<file path="src/design/sia_pkg.sv">
`default_nettype none

package sia_pkg;

    localparam int MAX_SLOTS = 1024;
    localparam int SLOT_W    = $clog2(MAX_SLOTS);
    localparam int CNT_W     = SLOT_W + 1;
    localparam int FUNC_W    = 2;
    localparam int STATUS_W  = 2;

    // capacity after reset, limited to the slot count
    localparam int CAP_RESET_RAW = 1024;
    localparam int CAP_RESET     = (CAP_RESET_RAW > MAX_SLOTS) ? MAX_SLOTS : CAP_RESET_RAW;

    typedef enum logic [FUNC_W-1:0] {
        FUNC_ALLOC   = 2'd0,
        FUNC_RELEASE = 2'd1,
        FUNC_QUERY   = 2'd2,
        FUNC_NOP     = 2'd3
    } func_t;

    typedef enum logic [STATUS_W-1:0] {
        ST_OK        = 2'd0,
        ST_FULL      = 2'd1,
        ST_RANGE     = 2'd2,
        ST_NOT_ALLOC = 2'd3
    } status_t;

    typedef struct packed {
        func_t             func;
        logic [SLOT_W-1:0] idx;
    } req_t;

    typedef struct packed {
        logic [CNT_W-1:0]  cap;
        logic [CNT_W-1:0]  bump;
        logic [CNT_W-1:0]  count;
        logic [SLOT_W-1:0] head;
        logic [SLOT_W-1:0] tail;
    } state_t;

    typedef struct packed {
        logic [CNT_W-1:0]  bump;
        logic [CNT_W-1:0]  count;
        logic [SLOT_W-1:0] head;
        logic [SLOT_W-1:0] tail;
        logic              map_we;
        logic [SLOT_W-1:0] map_addr;
        logic              map_bit;
        logic              fifo_we;
        logic [SLOT_W-1:0] fifo_addr;
        logic [SLOT_W-1:0] fifo_data;
    } update_t;

    typedef struct packed {
        logic [SLOT_W-1:0] granted;
        status_t           status;
        logic              in_use;
    } result_t;

endpackage

`default_nettype wire

</file>
<file path="src/design/sia_decide.sv">
`default_nettype none

module sia_decide (
    input  sia_pkg::req_t                  req,
    input  sia_pkg::state_t                st,
    input  logic                           map_bit,
    input  logic [sia_pkg::SLOT_W-1:0]     fifo_data,
    output sia_pkg::result_t               res,
    output sia_pkg::update_t               upd
);

    import sia_pkg::*;

    logic              in_range;
    logic [SLOT_W-1:0] head_inc;
    logic [SLOT_W-1:0] tail_inc;

    assign in_range = {1'b0, req.idx} < st.cap;
    assign head_inc = (st.head == SLOT_W'(MAX_SLOTS - 1)) ? '0 : st.head + SLOT_W'(1);
    assign tail_inc = (st.tail == SLOT_W'(MAX_SLOTS - 1)) ? '0 : st.tail + SLOT_W'(1);

    always_comb
    begin
        res.granted   = '0;
        res.status    = ST_OK;
        res.in_use    = 1'b0;
        upd.bump      = st.bump;
        upd.count     = st.count;
        upd.head      = st.head;
        upd.tail      = st.tail;
        upd.map_we    = 1'b0;
        upd.map_addr  = req.idx;
        upd.map_bit   = 1'b0;
        upd.fifo_we   = 1'b0;
        upd.fifo_addr = st.tail;
        upd.fifo_data = req.idx;

        case (req.func)
            FUNC_ALLOC:
            begin
                if (st.count != '0)
                begin
                    // recycled slots go out first
                    res.granted  = fifo_data;
                    upd.head     = head_inc;
                    upd.count    = st.count - CNT_W'(1);
                    upd.map_we   = 1'b1;
                    upd.map_addr = fifo_data;
                    upd.map_bit  = 1'b1;
                end
                else if (st.bump < st.cap)
                begin
                    res.granted  = st.bump[SLOT_W-1:0];
                    upd.bump     = st.bump + CNT_W'(1);
                    upd.map_we   = 1'b1;
                    upd.map_addr = st.bump[SLOT_W-1:0];
                    upd.map_bit  = 1'b1;
                end
                else
                begin
                    res.status = ST_FULL;
                end
            end
            FUNC_RELEASE:
            begin
                if (!in_range)
                begin
                    res.status = ST_RANGE;
                end
                else if (!map_bit)
                begin
                    res.status = ST_NOT_ALLOC;
                end
                else
                begin
                    upd.map_we = 1'b1;
                    if (st.count < CNT_W'(MAX_SLOTS))
                    begin
                        upd.fifo_we = 1'b1;
                        upd.tail    = tail_inc;
                        upd.count   = st.count + CNT_W'(1);
                    end
                end
            end
            FUNC_QUERY:
            begin
                if (!in_range)
                begin
                    res.status = ST_RANGE;
                end
                else
                begin
                    res.in_use = map_bit;
                end
            end
            default:
            begin
            end
        endcase
    end

endmodule

`default_nettype wire

</file>
<file path="config.mk">
export PLATFORM = sky130hd
export DESIGN_NAME = sia_decide
export DESIGN_NICKNAME = d
export VERILOG_FILES = /design/src/design/sia_pkg.sv /design/src/design/sia_decide.sv
export SDC_FILE = /design/constraint.sdc
export NUM_CORES = 1
export LEC_CHECK = 0
export ABC_CLOCK_PERIOD_IN_PS = 2400
export BUFFER_PORTS_ARGS = -buffer_cell sky130_fd_sc_hd__buf_2
export CORE_ASPECT_RATIO = 1.5
export CORE_UTILIZATION = 43
export DETAILED_ROUTE_END_ITERATION = 16
export PLACE_DENSITY = 0.95
export SYNTH_ARGS = -nofsm -noshare
export SYNTH_HDL_FRONTEND = slang
export SYNTH_SLANG_ARGS = --single-unit
</file>
<file path="constraint.sdc">
create_clock -name vclk -period 2.4
set_input_delay 0.12 -clock vclk [all_inputs]
set_output_delay 0.12 -clock vclk [all_outputs]
set_load 0.1 [all_outputs]
</file>
==> impl_summary.log, run 1 <==
INFO  metric number_of_cell_rows = 31
INFO  metric ioPinCount = 164
INFO  metric total_number_of_yosys_warnings = 0
INFO  metric ys_top_cells_by_area = ha_1 (15%), buf_4 (7.0%), xnor2_1 (6.1%)
INFO  metric synth_cell_types = 57
INFO  metric syn_nets = 422
INFO  metric syn_avg_cell_area = 6.74 µm²
INFO  metric synthesized_netlist_cell_count = 320
INFO  metric initial_utilization = 44.8%
INFO  metric error_line = [ERROR DPL-0038] Utilization greater than 100%, impossible to legalize
INFO  metric dieWidth = 59.8 µm
INFO  metric port_buf_inserts = 164
INFO  metric failed_stage = detailed placement (3_5_place_dp)
INFO  metric synth_top_cell_area_share = 15.1%
INFO  metric syn_area = 2160 µm²
INFO  metric finalWeightedCongestion = 0.933
INFO  metric cell_type_contributing_the_most_total_cell_area_after_synthesis = ha_1
INFO  metric status = did not finish
INFO  metric synth-seq-area-share = 0%
INFO  metric dieHeight = 88.7 µm
## cells by family after synthesis
group | Yosys count | synth area share [%]
mux | 4 | 1.97
fa+ha+maj | 26 | 15.1
buf+inv | 49 | 12.8
xor+xnor | 23 | 9.34
simple gates | 126 | 31.5
compound gates | 92 | 29.3
## cells in the mapped netlist, drive strengths merged (8+ instances only)
cell type and number:
nor2 19, xnor2 15, buf 23, nand4 11, ha 26, a21oi 18, and3 10, a21o 10
o31ai 8, nand3 20, clkbuf 9, nand2 32, xor2 8, a22o 9, inv 17, o21ai 21
## metrics by stage
step / hold WS [ns] / setup slack, ns / cell area (µm²) / setup TNS [ns] / std cells
global placement: 0.610 / 0.0441 / 4980 / 0 / 555
floorplan: 0.416 / -0.232 / 3000 / -3.13 / 320
==> run 2: changes to the inputs <==
--- a/config.mk
+++ b/config.mk
@@ -7,10 +7,9 @@
 export LEC_CHECK = 0
 export ABC_CLOCK_PERIOD_IN_PS = 2400
 export BUFFER_PORTS_ARGS = -buffer_cell sky130_fd_sc_hd__buf_2
-export CORE_ASPECT_RATIO = 1.5
-export CORE_UTILIZATION = 43
+export CORE_UTILIZATION = 35
 export DETAILED_ROUTE_END_ITERATION = 16
-export PLACE_DENSITY = 0.95
+export PLACE_DENSITY_LB_ADDON = 0.15
 export SYNTH_ARGS = -nofsm -noshare
 export SYNTH_HDL_FRONTEND = slang
 export SYNTH_SLANG_ARGS = --single-unit
==> impl_summary.log, run 2 <==
INFO  metric pre_cts_ws = -0.00170 ns
INFO  metric timing.critical_path.slowest_cell_delay = 0.33 ns
INFO  metric grt_pass1_wl = 15.0 mm
INFO  metric syn_area = 2160 µm² (unchanged)
INFO  metric drc = 0
INFO  metric global_route.usage.total = 29.0%
INFO  metric mostFrequentLayoutCell = buf_2
INFO  metric post-synth-top-count-cell = nand2_1 (unchanged)
INFO  metric cts_hold_buf = 0
INFO  metric worstSetupEndpointType = output port
INFO  metric cp_data_arrival_time = 2.24 ns
INFO  metric design.seq.count = 0
INFO  metric final_cell_mix = buf_2 (97), buf_12 (69), buf_4 (43)
INFO  metric finalWeightedCongestion = 0.872 (was 0.933)
INFO  metric detail_route.vias_per_cell = 5.60
INFO  metric ys_top_cells_by_area = ha_1 (15%), buf_4 (7.0%), xnor2_1 (6.1%) (unchanged)
INFO  metric cell_type_contributing_the_most_total_cell_area_after_synthesis = ha_1 (unchanged)
INFO  metric final_period_minus_worst_setup_slack = 2.36 ns
INFO  metric pin_count_of_the_biggest_net_entering_global_routing = 17
INFO  metric final.clkbuf_count = 0
INFO  metric synth_top_cell_area_share = 15.1% (unchanged)
INFO  metric multi_input_comb_area = 2740 µm²
INFO  metric synth_simple_gate_area_share = 31.5% (unchanged)
INFO  metric synth_adder_area_share = 15.1% (unchanged)
INFO  metric slew_headroom = 66.0%
INFO  metric post_route_cells_drive_above_1_share = 60.4%
INFO  metric maxCapViolations = 0
INFO  metric dieWidth = 80.5 µm (was 59.8 µm)
INFO  metric synth-seq-area-share = 0% (unchanged)
INFO  metric total_die_area = 6480 µm²
INFO  metric syn_nets = 422 (unchanged)
INFO  metric place_inst = 566
INFO  metric grt_overflow_total = 0
INFO  metric layout.area.seq = 0 µm²
INFO  metric detailed_route_via_count = 3206
INFO  metric worstPathCellList = buf_2, ha_1, a21oi_1, nor2_1, a211o_1, a211oi_4, buf_12, nand4_1, xnor2_4, buf_12
INFO  metric ioPinCount = 164 (unchanged)
INFO  metric status = finished, final reports clean (was did not finish)
INFO  metric static-leakage-power = 2.33 nW
INFO  metric area_delta_synth_final = 137%
INFO  metric grt_antenna_before_repair = 0
INFO  metric timing_worst_setup_path_type = primary input to output port
INFO  metric first_global_vias = 3225
INFO  metric core-area = 5920 µm²
INFO  metric kind_of_cell_adding_the_most_delay_to_the_critical_path = compound AO/OA/AOI/OAI gates
INFO  metric power.share.clock = 0%
INFO  metric synth_cell_types = 57 (unchanged)
INFO  metric crit_path_start_kind = primary input
INFO  metric drt_pre_antenna_iters = 4
INFO  metric dieHeight = 80.5 µm (was 88.7 µm)
INFO  metric total_number_of_yosys_warnings = 0 (unchanged)
INFO  metric timing.final.setup_violations = 0
INFO  metric diodes = 0
INFO  metric synthesized_netlist_cell_count = 320 (unchanged)
INFO  metric actual_slew_at_the_worst_max_slew_pin = 0.507 ns
INFO  metric drt_iter0_markers = 114
INFO  metric instances_no_fill = 573
INFO  metric yosys.area_share.xor_xnor = 9.34% (unchanged)
INFO  metric hold_violations = 0
INFO  metric worst_slack = 0.0383 ns
INFO  metric pwr_total = 0.00155 W
INFO  metric combPwrFrac = 100.0%
INFO  metric initial_utilization = 36.4% (was 44.8%)
INFO  metric maximum_clock_frequency = 423 MHz
INFO  metric port_buf_inserts = 164 (unchanged)
INFO  metric post_drt_wl_per_cell = 16.7 µm
INFO  metric synth_compound_gate_area_share = 29.3% (unchanged)
INFO  metric syn_avg_cell_area = 6.74 µm² (unchanged)
INFO  metric p_sw_share = 65.7%
INFO  metric layout.filler_cells = 315
INFO  metric drv_slew = 0
INFO  metric min_period_over_period = 98.4%
INFO  metric holdCritPathClass = primary input to output port
INFO  metric final_routed_wirelength = 9.54 mm
INFO  metric timing.critical_path.fanout_max = 14
INFO  metric sequentialPowerShare = 0%
INFO  metric synthMuxAreaShare = 1.97% (unchanged)
INFO  metric number_of_cell_rows = 28 (was 31)
INFO  metric critical_path_buf_inv_count = 3
INFO  metric synthTopCellsByCount = nand2_1 (32), ha_1 (26), buf_4 (20), nand3_1 (19), nor2_1 (19) (unchanged)
INFO  metric ant_nets = 0
INFO  metric slowest_stage = a211o_1
INFO  metric place_hpwl = 8.26 mm
INFO  metric intPower = 0.000530 W
INFO  metric synth_top_family_by_area = simple AND/OR/NAND/NOR gates (unchanged)
INFO  metric critPathMostFrequentCell = buf_12
INFO  metric design.final.nets = 602
INFO  metric net_switching_power = 0.00102 W
INFO  metric vdd.ir_drop.worst = 0.243 mV
INFO  metric pwr_density_cell = 303 nW/µm²
INFO  metric critical_path_rt = 2.28 ns
==> run 2: kinds of logic after synthesis <==
group / after synthesis
and+or+nand+nor: 126
AOI/OAI and AO/OA: 92
buffers and inverters: 49
adders and majority gates: 26
xor gates and xnor gates: 23
muxes: 4
==> run 2: tightest hold or removal path, delay by kind of cell <==
family	cells	cell delay (ns)
AND/OR/NAND/NOR	1	0.05
buffers and inverters	2	0.28
==> run 2: through the flow <==
| stage | hold WS, ns | instance area (µm²) | TNS (ns) | utilization (%) |
|---|---|---|---|---|
| after CTS | 0.585 | 5010 | 0 | 84.6 |
| after global placement | 0.575 | 5010 | 0 | 84.6 |
| after detailed placement | 0.585 | 5010 | -0.00170 | 84.6 |
| final | 0.581 | 5100 | 0 | 86.1 |
| after floorplan | 0.416 | 3000 | -3.13 | - |
| after global routing | 0.595 | 5100 | -0.614 | 86.1 |
==> run 2: worst paths after layout <==
kind / from / end / slack (ns) / cells past startpoint
worst max-delay path: st[37] / upd[74] / 0.04 / 10
worst min-delay path: req[11] / res[3] / 0.58 / 3
==> run 2: routing by layer <==
| layer | track usage, % | wire length, µm |
|---|---|---|
| met3 | 2.84 | 589 |
| met4 | 5.54 | 218 |
| met2 | 58.1 | 5510 |
| met1 | 32.5 | 3220 |
| met5 | 0 | 0 |
==> run 2: repair_timing <==
action,in CTS,in global routing
hold endpoints to repair,0,0
endpoints found under the setup margin,2,26
cloned,0,0
gates resized for setup,2,10
pin swaps,0,4
setup buffers,0,7
==> run 2: final cells by class <==
class	instances	share of cell area, %
multi-input cells	271	53.7
repair buffers	210	43.2
well taps	75	1.84
inverters	17	1.30
==> run 2: power by group through the flow <==
stage / registers (W) / logic (W) / clock network [W]
floorplan: 0 / 0.000988 / 0
global placement: 0 / 0.00150 / 0
detailed placement: 0 / 0.00153 / 0
CTS: 0 / 0.00153 / 0
global route: 0 / 0.00160 / 0
finish: 0 / 0.00155 / 0
Power figures use the tool's default switching activity.
