$ cat src/design/sia_pkg.sv
`default_nettype none

package sia_pkg;

    localparam int MAX_SLOTS = 1024;
    localparam int SLOT_W    = $clog2(MAX_SLOTS);
    localparam int CNT_W     = SLOT_W + 1;
    localparam int FUNC_W    = 2;
    localparam int STATUS_W  = 2;

    // capacity after reset, limited to the slot count
    localparam int CAP_RESET_RAW = 1024;
    localparam int CAP_RESET     = (CAP_RESET_RAW > MAX_SLOTS) ? MAX_SLOTS : CAP_RESET_RAW;

    typedef enum logic [FUNC_W-1:0] {
        FUNC_ALLOC   = 2'd0,
        FUNC_RELEASE = 2'd1,
        FUNC_QUERY   = 2'd2,
        FUNC_NOP     = 2'd3
    } func_t;

    typedef enum logic [STATUS_W-1:0] {
        ST_OK        = 2'd0,
        ST_FULL      = 2'd1,
        ST_RANGE     = 2'd2,
        ST_NOT_ALLOC = 2'd3
    } status_t;

    typedef struct packed {
        func_t             func;
        logic [SLOT_W-1:0] idx;
    } req_t;

    typedef struct packed {
        logic [CNT_W-1:0]  cap;
        logic [CNT_W-1:0]  bump;
        logic [CNT_W-1:0]  count;
        logic [SLOT_W-1:0] head;
        logic [SLOT_W-1:0] tail;
    } state_t;

    typedef struct packed {
        logic [CNT_W-1:0]  bump;
        logic [CNT_W-1:0]  count;
        logic [SLOT_W-1:0] head;
        logic [SLOT_W-1:0] tail;
        logic              map_we;
        logic [SLOT_W-1:0] map_addr;
        logic              map_bit;
        logic              fifo_we;
        logic [SLOT_W-1:0] fifo_addr;
        logic [SLOT_W-1:0] fifo_data;
    } update_t;

    typedef struct packed {
        logic [SLOT_W-1:0] granted;
        status_t           status;
        logic              in_use;
    } result_t;

endpackage

`default_nettype wire

$ cat src/design/sia_result_reg.sv
`default_nettype none

module sia_result_reg (
    input  logic                           clk,
    input  logic                           rst_n,
    input  logic                           load,
    input  sia_pkg::result_t               res_in,
    output logic                           ready,
    output logic                           rsp_valid,
    input  logic                           rsp_stall,
    output logic [sia_pkg::SLOT_W-1:0]     granted_index,
    output logic [sia_pkg::STATUS_W-1:0]   status,
    output logic                           slot_in_use
);

    import sia_pkg::*;

    logic    valid_reg;
    logic    valid_next;
    result_t res_reg;

    // a held result may leave in the same cycle a new one loads
    assign ready = !valid_reg || !rsp_stall;

    always_comb
    begin
        valid_next = valid_reg;
        if (load)
        begin
            valid_next = 1'b1;
        end
        else if (!rsp_stall)
        begin
            valid_next = 1'b0;
        end
    end

    always_ff @(posedge clk or negedge rst_n)
    begin
        if (!rst_n)
        begin
            valid_reg <= 1'b0;
        end
        else
        begin
            valid_reg <= valid_next;
        end
    end

    always_ff @(posedge clk)
    begin
        if (load)
        begin
            res_reg <= res_in;
        end
    end

    assign rsp_valid     = valid_reg;
    assign granted_index = res_reg.granted;
    assign status        = res_reg.status;
    assign slot_in_use   = res_reg.in_use;

endmodule

`default_nettype wire

$ cat config.mk
export PLATFORM = sky130hd
export DESIGN_NAME = sia_result_reg
export DESIGN_NICKNAME = d
export VERILOG_FILES = /design/src/design/sia_pkg.sv /design/src/design/sia_result_reg.sv
export SDC_FILE = /design/constraint.sdc
export NUM_CORES = 1
export LEC_CHECK = 0
export BUFFER_PORTS_ARGS = -buffer_cell sky130_fd_sc_hd__buf_2
export CAP_MARGIN = 20
export CORE_AREA = 2 2 39 41
export CTS_BUF_LIST = sky130_fd_sc_hd__clkbuf_8
export DETAILED_ROUTE_END_ITERATION = 7
export DIE_AREA = 0 0 41 43
export PLACE_DENSITY = 0.7
export SYNTH_ARGS = -nofsm -noshare
export SYNTH_HDL_FRONTEND = slang
export SYNTH_SLANG_ARGS = --single-unit
$ cat constraint.sdc
create_clock -name clk -period 1 [get_ports clk]
set_input_delay 0.2 -clock clk [delete_from_list [all_inputs] [get_ports clk]]
set_output_delay 0.2 -clock clk [all_outputs]
set_load 0.1 [all_outputs]
==> results.yml, run 1 <==
cells_and_area:
  drive_above_1_share_pct: 69.23
  n_antenna_cell: 0
  fillers: 101
  fin_util_pct: 65.19
  fin_nets: 70
  area_growth_pct: 111.4
placed_design:
  gp_congestion: 0.5571
  io_buffer_count: 31
setup_path:
  required_ps: 800
  cp-end-kind: "output pin"
  arrival_ps: 990
  crit_type: "reg2out"
  path_max_fanout: 3
  startpoint_type: "flop"
  reg2reg_slack_ps: 210
sta:
  finalSetupViolCount: 15
  fin_crit_ps: 1188
  skew_ps: 0
  worst_pin_slew_ps: 293.9
  hold_ws_ps: 136.1
  fmax_ghz: 0.8418
  hold_viol: 0
  finalMaxSlewViolations: 0
  setup_ws_ps: -187.9
  rsz0062_at_grt: "yes"
  period_share_pct: 118.8
  slew_headroom_pct: 80.41
power:
  seq_power_share_pct: 41.6
  sw_frac_of_total_pct: 33.96
  intPower_mw: 1.171
  ir_worst_vdd_uv: 1362
  power_density_nw_per_um2: 1966
  clkPwrFrac_pct: 25.1
  power.switching_uw: 602.1
  p_leak_nw: 0.3840
  p_comb_share_pct: 33.4
synthesis:
  syn_inst: 16
  synth_area_per_cell_um2: 26.67
  synth.top_cell.area_share_pct: 91.50
  synth_seq_cells: 14
  synth_nets: 33
  yosys_warnings: 0
  synth_top_cell_by_area: "edfxtp_1"
  synth_cell_types: 4
  syn_area_um2: 426.7
  synth.area.top_cells: "edfxtp_1 (91%), dfrtp_1 (5.9%), a21o_1 (1.8%)"
  yosysSeqAreaShare_pct: 97.36
cts:
  root_buffer: "clkbuf_8"
  post_cts_buffers: 0
  cts_made_buffers: 3
  clk_pin_slew_ps: 50
  cts_tree: "done"
  ctsHtreeMaxLevel: 1
  cts.sinks: 14
  clock_latency_ps: 230
  clock_path_buffers: 2
detailed_routing:
  vias: 290
  drc_errors: 0
  drtIter0Drc: 2
  viasPerCell: 4.265
  drtPass1Iterations: 2
  routed_wl_um: 803
  drtAntennaViolNets: 0
  wire_per_inst_um: 11.81
global_route:
  grt-ovfl-total: 0
  grt_pass1_vias: 274
  grt_pass1_wl_um: 1228
  grt_max_degree: 15
  groute.layer.met1.usage_pct: 11.70
  grt_util_met2_pct: 18.75
  grt_use_total_pct: 10.86
  grt_antenna_before_repair: 0
  top_usage_layer: "met2"
  grt_use_met3_pct: 3.141
floorplan:
  io_pins: 32
  rows: 14
  die_w_um: 41
  dieArea_um2: 1763
  core_area_um2: 1384
  die_h_um: 43
  initial_utilization_pct: 30.83
status:
  run_status: "finished with violations"
  violations: "negative setup slack"
flow_run:
  cap_viol_max_count: 0
hold_path:
  hold_class: "in2reg"
## routing by layer
layer / share of wire [%] / vias up
li1: - / 133
met1: 32 / 145
met2: 62 / 12
met3: 5.6 / 0
met4: 0 / 0
met5: 0 / -
## cell usage in the layout, fill, tap and decap left out
cell,count
a21o_1,1
buf_12,15
buf_2,16
clkbuf_8,3
dfrtp_4,1
dlygate4sd3_1,1
edfxtp_1,13
inv_1,1
nand2_8,1
## cell families (layout without fill, tap and decap cells)
group                  Yosys count  after routing  synth area share, %
DFF                             14             14                97.36
AOI/OAI and AO/OA                1              1                1.760
and+or+nand+nor                  1              1               0.8789
buffers and inverters            0             36                    0
## flip-flops by register name (all words and copies together) (netlist names)
name,cells
status,2
slot_in_use,1
granted_index,10
rsp_valid,1
## what timing repair did
action	in CTS	in global routing
hold buffers	1	0
resized for setup	0	0
endpoints found under the setup margin	15	15
hold endpoints to repair	1	0
pin swaps	0	0
## per-stage QoR
stage	TNS (ps)	instances	cell area [µm²]	power, mW	setup WS (ps)
after floorplan	-1389	16	446.7	1.080	-104.0
after detailed placement	0	63	847.1	1.343	65.20
final	-816.7	68	902.1	1.773	-187.9
after global routing	-1177	68	902.1	1.833	-210.5
after CTS	-918.9	68	902.1	1.788	-190.8
after global placement	0	63	847.1	1.334	66.73
## power groups by stage
stage	Clock, mW	Sequential [mW]	Combinational (mW)
2_1_floorplan	0	1.05	0.0281
3_3_place_gp	0	0.746	0.588
3_5_place_dp	0	0.751	0.592
4_1_cts	0.455	0.739	0.595
5_1_grt	0.488	0.741	0.605
6_report	0.444	0.737	0.591
## final timing paths
| path | startpoint | endpoint | depth (start not counted) |
|---|---|---|---|
| setup / recovery | rsp_valid | ready | 2 |
| hold / removal | res_in[5] | granted_index[2] | 1 |
| setup reg to reg | rsp_valid | rsp_valid | 1 |
| hold reg to reg | rsp_valid | rsp_valid | 1 |
| max in group asynchronous | rst_n | rsp_valid | 2 |
| min in group asynchronous | rst_n | rsp_valid | 2 |
## cells in the mapped netlist
| cell | instances |
|---|---|
| edfxtp_1 | 13 |
| a21o_1 | 1 |
| nand2_1 | 1 |
| dfrtp_1 | 1 |
## layout make-up
cell class                      instances  area [µm²]  share of cell area, %
Sequential cell                        14       419.2                  46.46
Clock buffer                            3       41.29                  4.577
Multi-Input combinational cell          2       27.53                  3.051
Clock inverter                          1       3.754                 0.4161
Timing Repair Buffer                   32       390.4                  43.27
Tap cell                               16       20.02                  2.219
## worst max-delay path: stages, from the launching register on
cell and delay, ps:
dfrtp_4 520, nand2_8 70, buf_12 160
No activity file was read; power rests on OpenSTA's default activity.
==> inputs of run 2 (changes only) <==
--- a/config.mk
+++ b/config.mk
@@ -11,7 +11,7 @@
 export CTS_BUF_LIST = sky130_fd_sc_hd__clkbuf_8
 export DETAILED_ROUTE_END_ITERATION = 7
 export DIE_AREA = 0 0 41 43
-export PLACE_DENSITY = 0.7
+export PLACE_DENSITY = 0.66
 export SYNTH_ARGS = -nofsm -noshare
 export SYNTH_HDL_FRONTEND = slang
 export SYNTH_SLANG_ARGS = --single-unit
==> results.yml, run 2 (synthesized netlist as in run 1, its figures left out) <==
placed_design:
  io_buffer_count: 31
  dp_slack_ps: 62.95
  gp_congestion: 0.5823
  dpl_cell_area_um2: 847.1
floorplan:
  io_pins: 32
  die_h_um: 43
  rows: 14
  initial_utilization_pct: 30.83
  die_w_um: 41
  dieArea_um2: 1763
  core_area_um2: 1384
setup_path:
  max_stage_delay_ps: 520
  r2r_cells: 1
  crit_type: "reg2out"
  reg2reg_slack_ps: 210
  cp-end-kind: "output pin"
  critPathLaunch: "rsp_valid"
  worst-path-stages: 2
  arrival_ps: 980
  startpoint_type: "flop"
  crit_end: "ready"
  r2r-end: "rsp_valid"
  cpMaxStageDelayCell: "dfrtp_4"
  crit_family: "flip-flops"
  required_ps: 800
  crit_chain: "nand2_8, buf_12"
  crit_buf_inv: 1
  path_max_fanout: 3
  r2r_start: "rsp_valid"
sta:
  worst_pin_slew_ps: 279.2
  hold_viol: 0
  skew_ps: 0
  finalSetupViolCount: 15
  fin_crit_ps: 1183
  setup_tns_ps: -730.2
  fmax_ghz: 0.8453
  finalMaxSlewViolations: 0
  period_share_pct: 118.3
  slew_headroom_pct: 81.39
  setup_ws_ps: -183.0
  rsz0062_at_grt: "yes"
detailed_routing:
  drc_errors: 0
  viasPerCell: 4.118
  vias: 280
  drtAntennaViolNets: 0
  drtIter0Drc: 0
  wire_per_inst_um: 9.691
  drtPass1Iterations: 1
  routed_wl_um: 659
global_route:
  grt_max_degree: 15
  grt_pass1_wl_um: 1028
  grt_use_total_pct: 9.607
  grt_pass1_vias: 267
  grt_antenna_before_repair: 0
  grt-ovfl-total: 0
cells_and_area:
  fin_util_pct: 65.19
  n_antenna_cell: 0
  final_common_cell: "buf_2"
  drive_above_1_share_pct: 69.23
  final_cell_mix: "buf_2 (16), buf_12 (15), edfxtp_1 (13)"
  final_area_um2: 902.1
  fin_nets: 70
  area_growth_pct: 111.4
  largest_reg_flops: 10
  fillers: 93
power:
  power_density_nw_per_um2: 1952
  p_leak_nw: 0.3840
  ir_worst_vdd_uv: 1273
cts:
  clock_path_buffers: 2
  clock_latency_ps: 230
  post_cts_buffers: 0
  ctsHtreeMaxLevel: 1
  cts_tree: "done"
  cts_made_buffers: 3
  root_buffer: "clkbuf_8"
  clk_pin_slew_ps: 50
  cts.sinks: 14
  post_cts_resized: 0
hold_path:
  hold_class: "in2reg"
  min_from: "res_in[3]"
flow_run:
  cap_viol_max_count: 0
status:
  run_status: "finished with violations"
  violations: "negative setup slack"
[run 2: cell counts in the layout (fill, tap and decap cells not counted)]
No cell type changed its count.
[run 2: routing by layer]
metal | GRT usage [%] | share of wire [%] | vias to the layer above
met5 | 0 | 0 | -
met4 | 8.000 | 2.0 | 0
met3 | 4.188 | 10 | 2
met2 | 14.37 | 54 | 20
met1 | 9.541 | 34 | 125
li1 | - | - | 133
[run 2: repair_timing]
action,4_1_cts,5_1_grt
cloned,0,0
hold buffers,1,0
endpoints found under the setup margin,15,15
endpoints found under the hold margin,1,0
[run 2: metrics by stage]
| step | hold WS (ps) | std cells | total power, mW |
|---|---|---|---|
| 6_report | 136.8 | 68 | 1.761 |
| 5_1_grt | 123.9 | 68 | 1.824 |
| 4_1_cts | 130.1 | 68 | 1.787 |
| 3_5_place_dp | -22.96 | 63 | 1.339 |
| 3_3_place_gp | -24.72 | 63 | 1.335 |
| 2_1_floorplan | -95.57 | 16 | 1.080 |
[run 2: area by class of cell]
| cell class | instances | area, µm² | area share, % |
|---|---|---|---|
| clock buffer | 3 | 41.29 | 4.577 |
| clock inverter | 1 | 3.754 | 0.4161 |
| multi-input combinational | 2 | 27.53 | 3.051 |
| sequential | 14 | 419.2 | 46.46 |
| tap | 16 | 20.02 | 2.219 |
| timing repair buffer | 32 | 390.4 | 43.27 |
[run 2: power by group]
group | total, mW | leakage [nW] | switching [mW] | internal [mW]
combinational | 0.589 | 0.220 | 0.384 | 0.205
clock | 0.435 | 0.0269 | 0.166 | 0.269
sequential | 0.736 | 0.137 | 0.0398 | 0.697
[run 2: worst min-delay path by stage]
stage | to | slack, ps | cells after the start
after global placement | rsp_valid | -20 | 1
after floorplan | rsp_valid | -100 | 0
after global routing | granted_index[2] | 120 | 1
after CTS | granted_index[0] | 130 | 1
final | granted_index[0] | 140 | 1
after detailed placement | rsp_valid | -20 | 1
==> inputs of run 3 (changes only) <==
--- a/config.mk
+++ b/config.mk
@@ -12,6 +12,7 @@
 export DETAILED_ROUTE_END_ITERATION = 7
 export DIE_AREA = 0 0 41 43
 export PLACE_DENSITY = 0.66
+export REMOVE_ABC_BUFFERS = 1
 export SYNTH_ARGS = -nofsm -noshare
 export SYNTH_HDL_FRONTEND = slang
 export SYNTH_SLANG_ARGS = --single-unit
==> results.yml, run 3 (synthesized netlist as in run 1, its figures left out) <==
status:
  run_status: "finished with violations"
  violations: "negative setup slack"
sta:
  finalMaxSlewViolations: 0
  skew_ps: 0
  period_share_pct: 113.4
  fmax_ghz: 0.8815
  hold_ws_ps: 139.0
  rsz0062_at_grt: "yes"
  hold_viol: 0
  finalSetupViolCount: 15
  slew_headroom_pct: 80.79
  worst_pin_slew_ps: 288.2
  setup_tns_ps: -630.8
  setup_ws_ps: -134.5
  fin_crit_ps: 1134
hold_path:
  hold_class: "in2reg"
  min_from: "res_in[6]"
  worstHoldPathCells: 1
global_route:
  grt-ovfl-total: 0
  grt_use_total_pct: 10.14
  grt_pass1_wl_um: 1173
  grt_antenna_before_repair: 0
  grt_pass1_vias: 297
  grt_max_degree: 15
setup_path:
  cp-end-kind: "output pin"
  crit_chain: "nand2_2, buf_12"
  arrival_ps: 930
  required_ps: 800
  startpoint_type: "flop"
  critPathLaunch: "rsp_valid"
  crit_type: "reg2out"
  cpMaxStageDelayCell: "dfrtp_1"
  max_stage_delay_ps: 420
  r2r_start: "rsp_valid"
  r2r_cells: 2
  path_max_fanout: 3
cells_and_area:
  area_growth_pct: 109.1
  final_cell_mix: "buf_2 (16), buf_12 (15), edfxtp_1 (13)"
  fin_util_pct: 64.47
  final_common_cell: "buf_2"
  fin_cells: 69
  n_antenna_cell: 0
  drive_above_1_share_pct: 67.92
  fin_nets: 71
  largest_reg_flops: 10
cts:
  clock_latency_ps: 230
  cts_tree: "done"
  cts.sinks: 14
  root_buffer: "clkbuf_8"
  clock_path_buffers: 2
  clk_pin_slew_ps: 50
  ctsHtreeMaxLevel: 1
  cts_made_buffers: 3
placed_design:
  dp_slack_ps: 94.61
  io_buffer_count: 31
  dp_cells: 63
  gp_congestion: 0.6111
floorplan:
  core_area_um2: 1384
  rows: 14
  dieArea_um2: 1763
  initial_utilization_pct: 30.83
  io_pins: 32
  die_h_um: 43
  die_w_um: 41
flow_run:
  cap_viol_max_count: 0
detailed_routing:
  drtAntennaViolNets: 0
  wire_per_inst_um: 11.84
  routed_wl_um: 817
  drtIter0Drc: 2
  drtPass1Iterations: 3
  drc_errors: 0
  vias: 293
  viasPerCell: 4.246
power:
  p_leak_nw: 0.3831
  power_density_nw_per_um2: 1975
  ir_worst_vdd_uv: 1183
==> run 3: cell types whose count changed in the layout (fill, tap and decap cells not counted) <==
cell,before,now
inv_1,1,0
clkinv_1,0,1
dfrtp_4,1,0
dfrtp_1,0,1
buf_4,0,1
nand2_8,1,0
nand2_2,0,1
==> run 3: path summary, 6_finish.rpt <==
| path | slack (ps) | to |
|---|---|---|
| hold / removal | 140 | granted_index[3] |
| setup / recovery | -130 | ready |
| hold reg to reg | 680 | rsp_valid |
| setup reg to reg | 180 | rsp_valid |
| max in group asynchronous | 640 | rsp_valid |
| min in group asynchronous | 280 | rsp_valid |
==> run 3: cell type report <==
cell class | instances | area [µm²]
Fill cell | 96 | 491.7
Sequential cell | 14 | 415.4
Timing Repair Buffer | 33 | 397.9
Clock buffer | 3 | 41.29
Tap cell | 16 | 20.02
Multi-Input combinational cell | 2 | 13.76
Clock inverter | 1 | 3.754
==> run 3: per-layer routing <==
| metal | global-route usage, % | routed length [µm] |
|---|---|---|
| met5 | 0 | 0 |
| met4 | 4.000 | 0 |
| met3 | 5.236 | 160 |
| met2 | 16.88 | 377 |
| met1 | 9.964 | 279 |
==> run 3: worst max-delay path, delay by kind of cell (launching register included) <==
family | cells | cell delay (ps)
flops | 1 | 420
simple gates | 1 | 100
buf+inv | 1 | 170
==> run 3: report_power, final <==
group / switching, mW / total, mW / internal [mW]
clock network: 0.167 / 0.437 / 0.270
registers: 0.0375 / 0.732 / 0.695
logic: 0.387 / 0.592 / 0.205
==> run 3: repair_timing <==
action / in CTS / in global routing
endpoints found under the hold margin: 1 / 0
buffers inserted: 0 / 1
hold buffers: 1 / 0
gates resized for setup: 1 / 0
endpoints found under the setup margin: 15 / 15
==> run 3: per-stage QoR <==
| step | total power [mW] | area, µm² |
|---|---|---|
| floorplan | 1.070 | 426.7 |
| global placement | 1.326 | 827.0 |
| detailed placement | 1.332 | 827.0 |
| CTS | 1.781 | 884.6 |
| global route | 1.837 | 892.1 |
| finish | 1.762 | 892.1 |
